File: src/hw/rtl/bdm_pkg.sv
package bdm_pkg;

    localparam int SAMPLE_BITS = 8;
    localparam int GAIN_BITS   = 10;
    localparam int EFF_BITS    = 12;
    localparam int CFG_IDX_BITS  = 3;
    localparam int CFG_DATA_BITS = 10;

    localparam logic [1:0] MODE_CHEAP = 2'd0;
    localparam logic [1:0] MODE_FULL  = 2'd1;
    localparam logic [1:0] MODE_LUMA  = 2'd2;
    localparam logic [1:0] MODE_RAW   = 2'd3;

    localparam logic [CFG_IDX_BITS-1:0] REG_MODE         = 3'd0;
    localparam logic [CFG_IDX_BITS-1:0] REG_RED_GAIN     = 3'd1;
    localparam logic [CFG_IDX_BITS-1:0] REG_GREEN_GAIN   = 3'd2;
    localparam logic [CFG_IDX_BITS-1:0] REG_BLUE_GAIN    = 3'd3;
    localparam logic [CFG_IDX_BITS-1:0] REG_OVERALL_GAIN = 3'd4;
    localparam logic [CFG_IDX_BITS-1:0] REG_COL_PHASE    = 3'd5;

    localparam logic [GAIN_BITS-1:0] RED_GAIN_RST     = 10'd300;
    localparam logic [GAIN_BITS-1:0] GREEN_GAIN_RST   = 10'd280;
    localparam logic [GAIN_BITS-1:0] BLUE_GAIN_RST    = 10'd360;
    localparam logic [GAIN_BITS-1:0] OVERALL_GAIN_RST = 10'd256;

    localparam logic [SAMPLE_BITS-1:0] PIX_MAX = 8'd255;

    typedef logic [SAMPLE_BITS-1:0] sample_t;

    typedef struct packed {
        sample_t    sample_above;
        sample_t    sample_center;
        sample_t    sample_below;
        logic       row_odd;
        logic       last_in_row;
    } in_item_t;

    typedef struct packed {
        sample_t    red;
        sample_t    green;
        sample_t    blue;
        logic       row_end;
    } out_item_t;

    typedef struct packed {
        logic [1:0]           mode;
        logic [GAIN_BITS-1:0] red_gain;
        logic [GAIN_BITS-1:0] green_gain;
        logic [GAIN_BITS-1:0] blue_gain;
        logic [GAIN_BITS-1:0] overall_gain;
        logic                 col_phase;
    } cfg_t;

    typedef struct packed {
        sample_t    above;
        sample_t    center;
        sample_t    below;
    } column_t;

    // one pixel to be built: neighbor columns plus parities
    typedef struct packed {
        column_t    lf;
        column_t    md;
        column_t    rt;
        logic       rodd;
        logic       codd;
        logic       row_end;
    } job_t;

    typedef struct packed {
        logic       first;
        logic       second;
    } q_push_t;

    typedef struct packed {
        logic       room;
        logic       avail;
    } q_stat_t;

endpackage

File: src/hw/rtl/bdm_front.sv
module bdm_front (
    input  logic              clk,
    input  logic              rst_n,
    input  logic              in_valid,
    output logic              in_stall,
    input  bdm_pkg::in_item_t in_data,
    input  logic              col_phase,
    input  bdm_pkg::q_stat_t  q_stat,
    output bdm_pkg::q_push_t  q_push,
    output bdm_pkg::job_t     job0,
    output bdm_pkg::job_t     job1
);
    import bdm_pkg::*;

    column_t left_reg, left_next;
    column_t mid_reg, mid_next;
    logic    pending_reg, pending_next;
    logic    codd_reg, codd_next;

    column_t col;
    logic    take;
    job_t    held_job;
    job_t    last_job;

    assign in_stall = !q_stat.room;
    assign take     = in_valid && !in_stall;

    always_comb
    begin
        col.above  = in_data.sample_above;
        col.center = in_data.sample_center;
        col.below  = in_data.sample_below;

        left_next    = left_reg;
        mid_next     = mid_reg;
        pending_next = pending_reg;
        codd_next    = codd_reg;

        held_job.lf      = left_reg;
        held_job.md      = mid_reg;
        held_job.rt      = col;
        held_job.rodd    = in_data.row_odd;
        held_job.codd    = codd_reg;
        held_job.row_end = 1'b0;

        if (take)
        begin
            if (!pending_reg)
            begin
                left_next    = col;
                mid_next     = col;
                codd_next    = col_phase;
                pending_next = 1'b1;
            end
            else
            begin
                left_next = mid_reg;
                mid_next  = col;
                codd_next = !codd_reg;
            end
            if (in_data.last_in_row)
            begin
                pending_next = 1'b0;
            end
        end

        // last column uses itself as right neighbor
        last_job.lf      = left_next;
        last_job.md      = mid_next;
        last_job.rt      = mid_next;
        last_job.rodd    = in_data.row_odd;
        last_job.codd    = codd_next;
        last_job.row_end = 1'b1;

        q_push.first  = take && (pending_reg || in_data.last_in_row);
        q_push.second = take && pending_reg && in_data.last_in_row;
        job0 = pending_reg ? held_job : last_job;
        job1 = last_job;
    end

    always_ff @(posedge clk or negedge rst_n)
    begin
        if (!rst_n)
        begin
            pending_reg <= 1'b0;
            codd_reg    <= 1'b0;
        end
        else
        begin
            pending_reg <= pending_next;
            codd_reg    <= codd_next;
        end
    end

    always_ff @(posedge clk)
    begin
        left_reg <= left_next;
        mid_reg  <= mid_next;
    end

endmodule

File: src/hw/rtl/bdm_queue.sv
module bdm_queue #(
    parameter int DEPTH = 4
) (
    input  logic             clk,
    input  logic             rst_n,
    input  bdm_pkg::q_push_t q_push,
    input  bdm_pkg::job_t    job0,
    input  bdm_pkg::job_t    job1,
    output bdm_pkg::q_stat_t q_stat,
    input  logic             pop,
    output bdm_pkg::job_t    head
);
    import bdm_pkg::*;

    localparam int PTR_BITS = (DEPTH > 1) ? $clog2(DEPTH) : 1;
    localparam int CNT_BITS = $clog2(DEPTH + 1);
    localparam logic [PTR_BITS-1:0] LAST_PTR = PTR_BITS'(DEPTH - 1);
    localparam logic [CNT_BITS-1:0] ROOM_MAX = CNT_BITS'(DEPTH - 2);

    job_t                entries_reg [DEPTH];
    logic [PTR_BITS-1:0] wr_reg, wr_next;
    logic [PTR_BITS-1:0] rd_reg, rd_next;
    logic [CNT_BITS-1:0] count_reg, count_next;
    logic [PTR_BITS-1:0] wr_plus1;

    function automatic logic [PTR_BITS-1:0] step_ptr(input logic [PTR_BITS-1:0] p);
        return (p == LAST_PTR) ? '0 : p + PTR_BITS'(1);
    endfunction

    assign wr_plus1     = step_ptr(wr_reg);
    assign q_stat.room  = count_reg <= ROOM_MAX;
    assign q_stat.avail = count_reg != '0;
    assign head         = entries_reg[rd_reg];

    always_comb
    begin
        wr_next = wr_reg;
        if (q_push.second)
        begin
            wr_next = step_ptr(wr_plus1);
        end
        else if (q_push.first)
        begin
            wr_next = wr_plus1;
        end
        rd_next    = pop ? step_ptr(rd_reg) : rd_reg;
        count_next = count_reg + CNT_BITS'(q_push.first) + CNT_BITS'(q_push.second)
                     - CNT_BITS'(pop);
    end

    always_ff @(posedge clk or negedge rst_n)
    begin
        if (!rst_n)
        begin
            wr_reg    <= '0;
            rd_reg    <= '0;
            count_reg <= '0;
        end
        else
        begin
            wr_reg    <= wr_next;
            rd_reg    <= rd_next;
            count_reg <= count_next;
        end
    end

    always_ff @(posedge clk)
    begin
        if (q_push.first)
        begin
            entries_reg[wr_reg] <= job0;
        end
        if (q_push.second)
        begin
            entries_reg[wr_plus1] <= job1;
        end
    end

endmodule

File: src/hw/rtl/bdm_back.sv
module bdm_back (
    input  logic               clk,
    input  logic               rst_n,
    input  bdm_pkg::cfg_t      cfg,
    input  bdm_pkg::q_stat_t   q_stat,
    input  bdm_pkg::job_t      head,
    output logic               pop,
    output logic               out_valid,
    input  logic               out_stall,
    output bdm_pkg::out_item_t out_data
);
    import bdm_pkg::*;

    localparam int PROD_BITS = GAIN_BITS + GAIN_BITS;
    localparam int PIX_BITS  = SAMPLE_BITS + EFF_BITS;

    logic [EFF_BITS-1:0] eff_r_reg, eff_g_reg, eff_b_reg;
    logic [PROD_BITS-1:0] prod_r, prod_g, prod_b;

    logic    s1_valid_reg, s1_valid_next;
    sample_t s1_r_reg, s1_g_reg, s1_b_reg;
    logic    s1_gain_reg;
    logic    s1_end_reg;

    logic      out_valid_reg, out_valid_next;
    out_item_t out_reg;

    logic    out_ready;
    logic    s1_ready;
    sample_t r_raw, g_raw, b_raw;

    logic                   color_site;
    logic [SAMPLE_BITS:0]   pair_a, pair_b;
    logic [SAMPLE_BITS+1:0] quad_a, quad_b;

    // effective gains only change with config, so they sit in registers
    assign prod_r = cfg.red_gain * cfg.overall_gain;
    assign prod_g = cfg.green_gain * cfg.overall_gain;
    assign prod_b = cfg.blue_gain * cfg.overall_gain;

    always_ff @(posedge clk)
    begin
        eff_r_reg <= prod_r[PROD_BITS-1:8];
        eff_g_reg <= prod_g[PROD_BITS-1:8];
        eff_b_reg <= prod_b[PROD_BITS-1:8];
    end

    assign out_ready = !out_valid_reg || !out_stall;
    assign s1_ready  = !s1_valid_reg || out_ready;
    assign pop       = q_stat.avail && s1_ready;

    always_comb
    begin
        color_site = head.rodd == head.codd;
        r_raw = '0;
        g_raw = '0;
        b_raw = '0;
        pair_a = '0;
        pair_b = '0;
        quad_a = '0;
        quad_b = '0;
        case (cfg.mode)
            MODE_CHEAP:
            begin
                if (color_site)
                begin
                    pair_a = {1'b0, head.lf.below} + {1'b0, head.rt.below};
                    pair_b = {1'b0, head.rt.center} + {1'b0, head.md.above};
                    g_raw  = pair_b[SAMPLE_BITS:1];
                    if (!head.rodd)
                    begin
                        b_raw = head.md.center;
                        r_raw = pair_a[SAMPLE_BITS:1];
                    end
                    else
                    begin
                        r_raw = head.md.center;
                        b_raw = pair_a[SAMPLE_BITS:1];
                    end
                end
                else
                begin
                    g_raw = head.md.center;
                    if (!head.rodd)
                    begin
                        b_raw = head.rt.center;
                        r_raw = head.md.above;
                    end
                    else
                    begin
                        r_raw = head.rt.center;
                        b_raw = head.md.above;
                    end
                end
            end
            MODE_FULL:
            begin
                if (color_site)
                begin
                    quad_a = {2'b0, head.lf.below} + {2'b0, head.rt.below}
                           + {2'b0, head.lf.above} + {2'b0, head.rt.above};
                    quad_b = {2'b0, head.rt.center} + {2'b0, head.md.above}
                           + {2'b0, head.lf.center} + {2'b0, head.md.below};
                    g_raw  = quad_b[SAMPLE_BITS+1:2];
                    if (!head.rodd)
                    begin
                        b_raw = head.md.center;
                        r_raw = quad_a[SAMPLE_BITS+1:2];
                    end
                    else
                    begin
                        r_raw = head.md.center;
                        b_raw = quad_a[SAMPLE_BITS+1:2];
                    end
                end
                else
                begin
                    pair_a = {1'b0, head.rt.center} + {1'b0, head.lf.center};
                    pair_b = {1'b0, head.md.above} + {1'b0, head.md.below};
                    g_raw  = head.md.center;
                    if (!head.rodd)
                    begin
                        b_raw = pair_a[SAMPLE_BITS:1];
                        r_raw = pair_b[SAMPLE_BITS:1];
                    end
                    else
                    begin
                        r_raw = pair_a[SAMPLE_BITS:1];
                        b_raw = pair_b[SAMPLE_BITS:1];
                    end
                end
            end
            MODE_LUMA:
            begin
                quad_b = {2'b0, head.rt.center} + {2'b0, head.md.above}
                       + {2'b0, head.lf.center} + {2'b0, head.md.below};
                g_raw  = color_site ? quad_b[SAMPLE_BITS+1:2] : head.md.center;
                r_raw  = g_raw;
                b_raw  = g_raw;
            end
            default:
            begin
                if (!color_site)
                begin
                    g_raw = head.md.center;
                end
                else if (!head.rodd)
                begin
                    b_raw = head.md.center;
                end
                else
                begin
                    r_raw = head.md.center;
                end
            end
        endcase
    end

    function automatic sample_t gain_sat(input sample_t v, input logic [EFF_BITS-1:0] eff);
        logic [PIX_BITS-1:0] p;
        logic [EFF_BITS-1:0] x;
        p = v * eff;
        x = p[PIX_BITS-1:8];
        return (x > EFF_BITS'(PIX_MAX)) ? PIX_MAX : x[SAMPLE_BITS-1:0];
    endfunction

    always_comb
    begin
        s1_valid_next = s1_valid_reg;
        if (s1_ready)
        begin
            s1_valid_next = pop;
        end
        out_valid_next = out_valid_reg;
        if (out_ready)
        begin
            out_valid_next = s1_valid_reg;
        end
    end

    always_ff @(posedge clk or negedge rst_n)
    begin
        if (!rst_n)
        begin
            s1_valid_reg  <= 1'b0;
            out_valid_reg <= 1'b0;
        end
        else
        begin
            s1_valid_reg  <= s1_valid_next;
            out_valid_reg <= out_valid_next;
        end
    end

    always_ff @(posedge clk)
    begin
        if (pop)
        begin
            s1_r_reg    <= r_raw;
            s1_g_reg    <= g_raw;
            s1_b_reg    <= b_raw;
            s1_gain_reg <= (cfg.mode == MODE_CHEAP) || (cfg.mode == MODE_FULL);
            s1_end_reg  <= head.row_end;
        end
        if (out_ready && s1_valid_reg)
        begin
            out_reg.red     <= s1_gain_reg ? gain_sat(s1_r_reg, eff_r_reg) : s1_r_reg;
            out_reg.green   <= s1_gain_reg ? gain_sat(s1_g_reg, eff_g_reg) : s1_g_reg;
            out_reg.blue    <= s1_gain_reg ? gain_sat(s1_b_reg, eff_b_reg) : s1_b_reg;
            out_reg.row_end <= s1_end_reg;
        end
    end

    assign out_valid = out_valid_reg;
    assign out_data  = out_reg;

endmodule

File: src/hw/rtl/bayer_demosaic_with_gains.sv
// channel   direction  transfer when            payload
// in        input      in_valid && !in_stall    in_data   (one bayer column)
// out       output     out_valid && !out_stall  out_data  (one rgb pixel)
// cfg       input      cfg_we                   cfg_index, cfg_data
//
// one column accepted per cycle while in_stall is low; a column marked last in row queues two pixels,
// and the single-pixel output port then sets the rate for that item
// a pixel leaves after its column has passed queue write, pattern stage and gain stage
// in_stall rises when the job queue has room for fewer than two pixels
// reset clears the held-column flag, the queue and the pipeline; config regs load defaults
module bayer_demosaic_with_gains #(
    parameter int QUEUE_DEPTH = 4
) (
    input  logic                                 clk,
    input  logic                                 rst_n,
    input  logic                                 in_valid,
    output logic                                 in_stall,
    input  bdm_pkg::in_item_t                    in_data,
    output logic                                 out_valid,
    input  logic                                 out_stall,
    output bdm_pkg::out_item_t                   out_data,
    input  logic                                 cfg_we,
    input  logic [bdm_pkg::CFG_IDX_BITS-1:0]     cfg_index,
    input  logic [bdm_pkg::CFG_DATA_BITS-1:0]    cfg_data
);
    import bdm_pkg::*;

    cfg_t    cfg_reg;
    q_stat_t q_stat;
    q_push_t q_push;
    job_t    job0;
    job_t    job1;
    job_t    head;
    logic    pop;

    always_ff @(posedge clk or negedge rst_n)
    begin
        if (!rst_n)
        begin
            cfg_reg.mode         <= MODE_CHEAP;
            cfg_reg.red_gain     <= RED_GAIN_RST;
            cfg_reg.green_gain   <= GREEN_GAIN_RST;
            cfg_reg.blue_gain    <= BLUE_GAIN_RST;
            cfg_reg.overall_gain <= OVERALL_GAIN_RST;
            cfg_reg.col_phase    <= 1'b0;
        end
        else if (cfg_we)
        begin
            case (cfg_index)
                REG_MODE:         cfg_reg.mode         <= cfg_data[1:0];
                REG_RED_GAIN:     cfg_reg.red_gain     <= cfg_data[GAIN_BITS-1:0];
                REG_GREEN_GAIN:   cfg_reg.green_gain   <= cfg_data[GAIN_BITS-1:0];
                REG_BLUE_GAIN:    cfg_reg.blue_gain    <= cfg_data[GAIN_BITS-1:0];
                REG_OVERALL_GAIN: cfg_reg.overall_gain <= cfg_data[GAIN_BITS-1:0];
                REG_COL_PHASE:    cfg_reg.col_phase    <= cfg_data[0];
                default:          cfg_reg              <= cfg_reg;
            endcase
        end
    end

    bdm_front u_front (
        .clk       (clk),
        .rst_n     (rst_n),
        .in_valid  (in_valid),
        .in_stall  (in_stall),
        .in_data   (in_data),
        .col_phase (cfg_reg.col_phase),
        .q_stat    (q_stat),
        .q_push    (q_push),
        .job0      (job0),
        .job1      (job1)
    );

    bdm_queue #(
        .DEPTH (QUEUE_DEPTH)
    ) u_queue (
        .clk    (clk),
        .rst_n  (rst_n),
        .q_push (q_push),
        .job0   (job0),
        .job1   (job1),
        .q_stat (q_stat),
        .pop    (pop),
        .head   (head)
    );

    bdm_back u_back (
        .clk       (clk),
        .rst_n     (rst_n),
        .cfg       (cfg_reg),
        .q_stat    (q_stat),
        .head      (head),
        .pop       (pop),
        .out_valid (out_valid),
        .out_stall (out_stall),
        .out_data  (out_data)
    );

endmodule
File: config.mk
export PLATFORM = sky130hd
export DESIGN_NAME = bayer_demosaic_with_gains
export DESIGN_NICKNAME = d
export VERILOG_FILES = /design/src/hw/rtl/bdm_pkg.sv /design/src/hw/rtl/bdm_front.sv /design/src/hw/rtl/bdm_queue.sv /design/src/hw/rtl/bdm_back.sv /design/src/hw/rtl/bayer_demosaic_with_gains.sv
export SDC_FILE = /design/constraint.sdc
export NUM_CORES = 2
export LEC_CHECK = 0
export ABC_AREA = 0
export BUFFER_PORTS_ARGS = -buffer_cell sky130_fd_sc_hd__buf_2
export CAP_MARGIN = 25
export CORE_ASPECT_RATIO = 0.8
export CORE_MARGIN = 2
export CORE_UTILIZATION = 60
export DETAILED_ROUTE_END_ITERATION = 12
export GPL_TIMING_DRIVEN = 0
export PLACE_DENSITY_LB_ADDON = 0.05
export SLEW_MARGIN = 20
export SYNTH_ARGS = -nofsm -noshare
export SYNTH_HDL_FRONTEND = slang
export SYNTH_SLANG_ARGS = --single-unit
File: constraint.sdc
create_clock -name clk -period 7.5 [get_ports clk]
set_clock_uncertainty 0.1 [all_clocks]
set_input_delay 1.875 -clock clk [delete_from_list [all_inputs] [get_ports clk]]
set_output_delay 1.875 -clock clk [all_outputs]
set_load 0.03 [all_outputs]
==> results list <==
- Summed over its instances, the top area cell type makes up approximately a quarter of the synthesized netlist area.
* RSZ-0062 raised after global routing: no
- Routability-driven placement finished with a final weighted congestion of between 1 and 1.5.
- Worst stage delay on the critical path: ~0.65 ns
* Count of buffers from port buffering: 70
* Max-slew violations: 0
- Total negative setup slack: 0 ns
- Data arrival time at the worst-slack endpoint: approximately 7.4 ns
- Count of warnings emitted by yosys: 0
- Post-DR vias/cell: 6.12
- The detail route stage leaves a number of antenna-violating nets equal to 0.
- For the pin with the worst max-slew slack, the measured transition is ~1.2 ns.
- Measured along the x axis, the die boundary spans 301 µm.
* Required time at the worst-slack endpoint: 7.72 ns
- First-pass GRT wire length: roughly 190000 µm
- Clock tree from TritonCTS: yes
* Total length of routed wires: between 100000 and 150000 µm
* Flip-flop count of the largest register after layout: 300
- The clock reaches the later pin of the worst-skew pair after around 0.66 ns.
* Result of the run: finished, final reports clean
* Combined area of the multi-input logic cells: ~26000 µm²
- Post-detailed-route DRC marker count: 0
- Clock transition time at the flip-flop clock pins of the worst setup and hold paths: approximately 0.060 ns
- The initial utilization of the core area, before any placement, comes to between 60% and 70%.
- After routing the design area is 46100 µm².
* Synth Flop Type: edfxtp_1
- Placeable Area: between 70000 and 80000 µm²
- The total overflow left after global routing is 0.
- Overall track demand over capacity in global routing: between 30 and 40%
* CP endpoint kind: flop
* Crit-path leading delay family: adder cells
- Synthesis instantiated 80 different standard cells from the library.
* Maximum level of the CTS H-tree: 2
- Top cell type by total area after synthesis: edfxtp_1
* Number of rows in the core area: 87
- Wirelength per Cell: between 20 and 25 µm
* Maximum achievable frequency: 0.139 GHz
* Synthesized netlist net count: 4907
* Via count of the first global-routing pass: between 30000 and 40000
* Final #Nets: 5043
- just over 70 I/O pins were placed.
- The first routing iteration left 4160 violations.
- Post-synth EDFFs: 347
- Largest net degree at the start of global routing: 46
- Sink count of the clock tree: between 400 and 500
- Summing all flip-flop and latch instances after layout gives between 10000 and 15000 µm².
- The area growth from synthesis to layout is 8.56%.
* Cell area after placement: around 44000 µm²
- Counting both buffers and inverters, the worst setup path holds a total of 5.
- The tightest min-delay check is of the reg2reg type.
- Estimated wirelength of the detail-placed design: 94100 µm
* Fin. Hold Viols: 0
- The share of the Yosys chip area taken by registers is 31.9%.
- Critical Path Start Type: flop
* Number of flip-flops and latches in the synthesized netlist: 489
* Max Root-Sink Buffers: 3
* Number of standard cells after synthesis: between 4000 and 5000
* Setup violations, final: 0
- Cells taking the most area after synthesis: edfxtp_1 25%, fa_1 18%, ha_1 9.7%
- Antenna violations before repair: 11
- Number of buffers created by CTS: 53
- Part of the cycle the worst path needs: between 90 and 100%
* Count of max-cap constraint violations: 0
- Maximum fanout encountered on the critical timing path: 19
- Summing every instance area after synthesis gives around 42000 µm².
- Fraction of final layout cells with drive strength greater than 1: under 10%
* Filler cell count: approximately 5800
- Min cycle time layout: slightly above 7 ns
- Measured along the y axis, the die boundary spans about 240 µm.
- Via count: ~32000
- Relative slew slack: 21.8%
- Slowest CP cell: mux4_2
* Drt pass-1 iters: 6
- CTS placed an instance of clkbuf_16 at the clock tree root.
- The die covers roughly 73000 µm².
* Mapped Avg Cell Area: a little over 10 µm²
- Of all flip-flops after synthesis, the portion carrying an async set or reset was 11.0%.
- Critical-path cell list: buf_6, buf_6, buf_4, buf_4, buf_6, mux4_2, ha_1, fa_1, a21o_1, a21oi_1, xnor2_1, fa_1, ha_1, or2_2, a21oi_1, a31oi_1, a21o_1, a21oi_1, xor2_1, o2111ai_1, o2bb2ai_1
- The critical path is of the reg2reg type.
[worst paths after layout]
check | startpoint | end | slack [ns] | cells after the start
max in group asynchronous | rst_n | cfg_reg[29]$_DFFE_PN1P_ | 5.65 | 2
min in group asynchronous | rst_n | cfg_reg[32]$_DFFE_PN0P_ | 1.04 | 1
worst max-delay path | u_queue.rd_reg[0]$_DFFE_PN0P_ | u_back.s1_r_reg[6]$_DFFE_PP_ | 0.30 | 21
worst min register to register | u_back.s1_end_reg$_DFFE_PP_ | u_back.out_data[0]$_DFFE_PP_ | 0.31 | 0
worst max register to register | u_queue.rd_reg[0]$_DFFE_PN0P_ | u_back.s1_r_reg[6]$_DFFE_PP_ | 0.30 | 21
worst min-delay path | u_back.s1_end_reg$_DFFE_PP_ | u_back.out_data[0]$_DFFE_PP_ | 0.31 | 0
[repair_timing]
item                       in CTS  in global routing
setup endpoints to repair      12                  2
resized for setup               2                  2
setup buffers                   0                  0
hold buffers                    0                  0
[routing by layer]
layer	up-vias	wire [µm]	global-route usage (%)	part of all wire, %
met5	-	41	0	0.033
met4	8	3180	9.12	2.6
met3	226	16700	10.9	13
met2	1792	50000	46.7	40
met1	15900	54200	53.3	44
li1	14400	-	-	-
[logic make-up (layout without fill, tap and decap cells)]
kind of cell,count (synthesis),in the layout,synth area share [%]
XOR/XNOR,93,93,1.92
AO/OA/AOI/OAI,779,779,11.8
AND/OR/NAND/NOR,1154,1154,13.1
flip-flops,489,489,31.9
multiplexers,187,187,6.86
buffers and inverters,741,922,6.75
adder cells (fa/ha/maj),710,710,27.7
other,0,3,0
[placed cells by master, fill, tap and decap left out, types with 10 or more instances in the layout]
cell type / n
inv_1: 529
nand2_1: 389
fa_1: 382
and2_1: 371
edfxtp_1: 347
ha_1: 328
nor2_1: 254
a21oi_1: 201
a21o_1: 172
clkbuf_1: 161
o21ai_0: 133
buf_2: 111
dfxtp_1: 88
o22ai_1: 79
mux4_2: 78
xnor2_1: 57
mux2i_1: 57
clkbuf_16: 54
mux2_2: 51
dfrtp_1: 42
a31oi_1: 39
nor3_1: 37
xor2_1: 36
nand3_1: 24
o21a_1: 24
a211oi_1: 17
and3_1: 16
o21bai_1: 14
dfstp_2: 12
nor2b_1: 11
o31ai_1: 11
a22oi_1: 11
buf_1: 10
[cell type report]
type,count,share of cell area [%]
buffer,209,1.90
inverter,529,4.31
clock inverter,25,0.494
sequential,489,29.4
timing repair buffer,84,1.39
antenna,3,0.0163
tap,934,2.54
multi-input combinational,2923,56.7
clock buffer,75,3.30
[cells in the mapped netlist (78+ instances only)]
cell	count
a21o_1	172
a21oi_1	201
and2_1	371
clkbuf_1	151
dfxtp_1	88
edfxtp_1	347
fa_1	382
ha_1	328
inv_1	529
mux4_2	78
nand2_1	393
nor2_1	254
o21ai_0	133
o22ai_1	79
[through the flow]
| step | hold slack, ns | setup slack (ns) | util, % | std cells |
|---|---|---|---|---|
| 2_1_floorplan | 0.300 | 1.75 | - | 4153 |
| 3_3_place_gp | 0.304 | -0.684 | 62.6 | 5157 |
| 3_5_place_dp | 0.306 | -0.682 | 63.1 | 5170 |
| 4_1_cts | 0.318 | 0.191 | 65.6 | 5268 |
| 5_1_grt | 0.327 | 0.148 | 65.7 | 5270 |
| 6_report | 0.311 | 0.305 | 65.7 | 5271 |
Power is left out: the tool's default activity adds up to more than one toggle a clock period on the data nets, which glitch-free logic cannot reach.
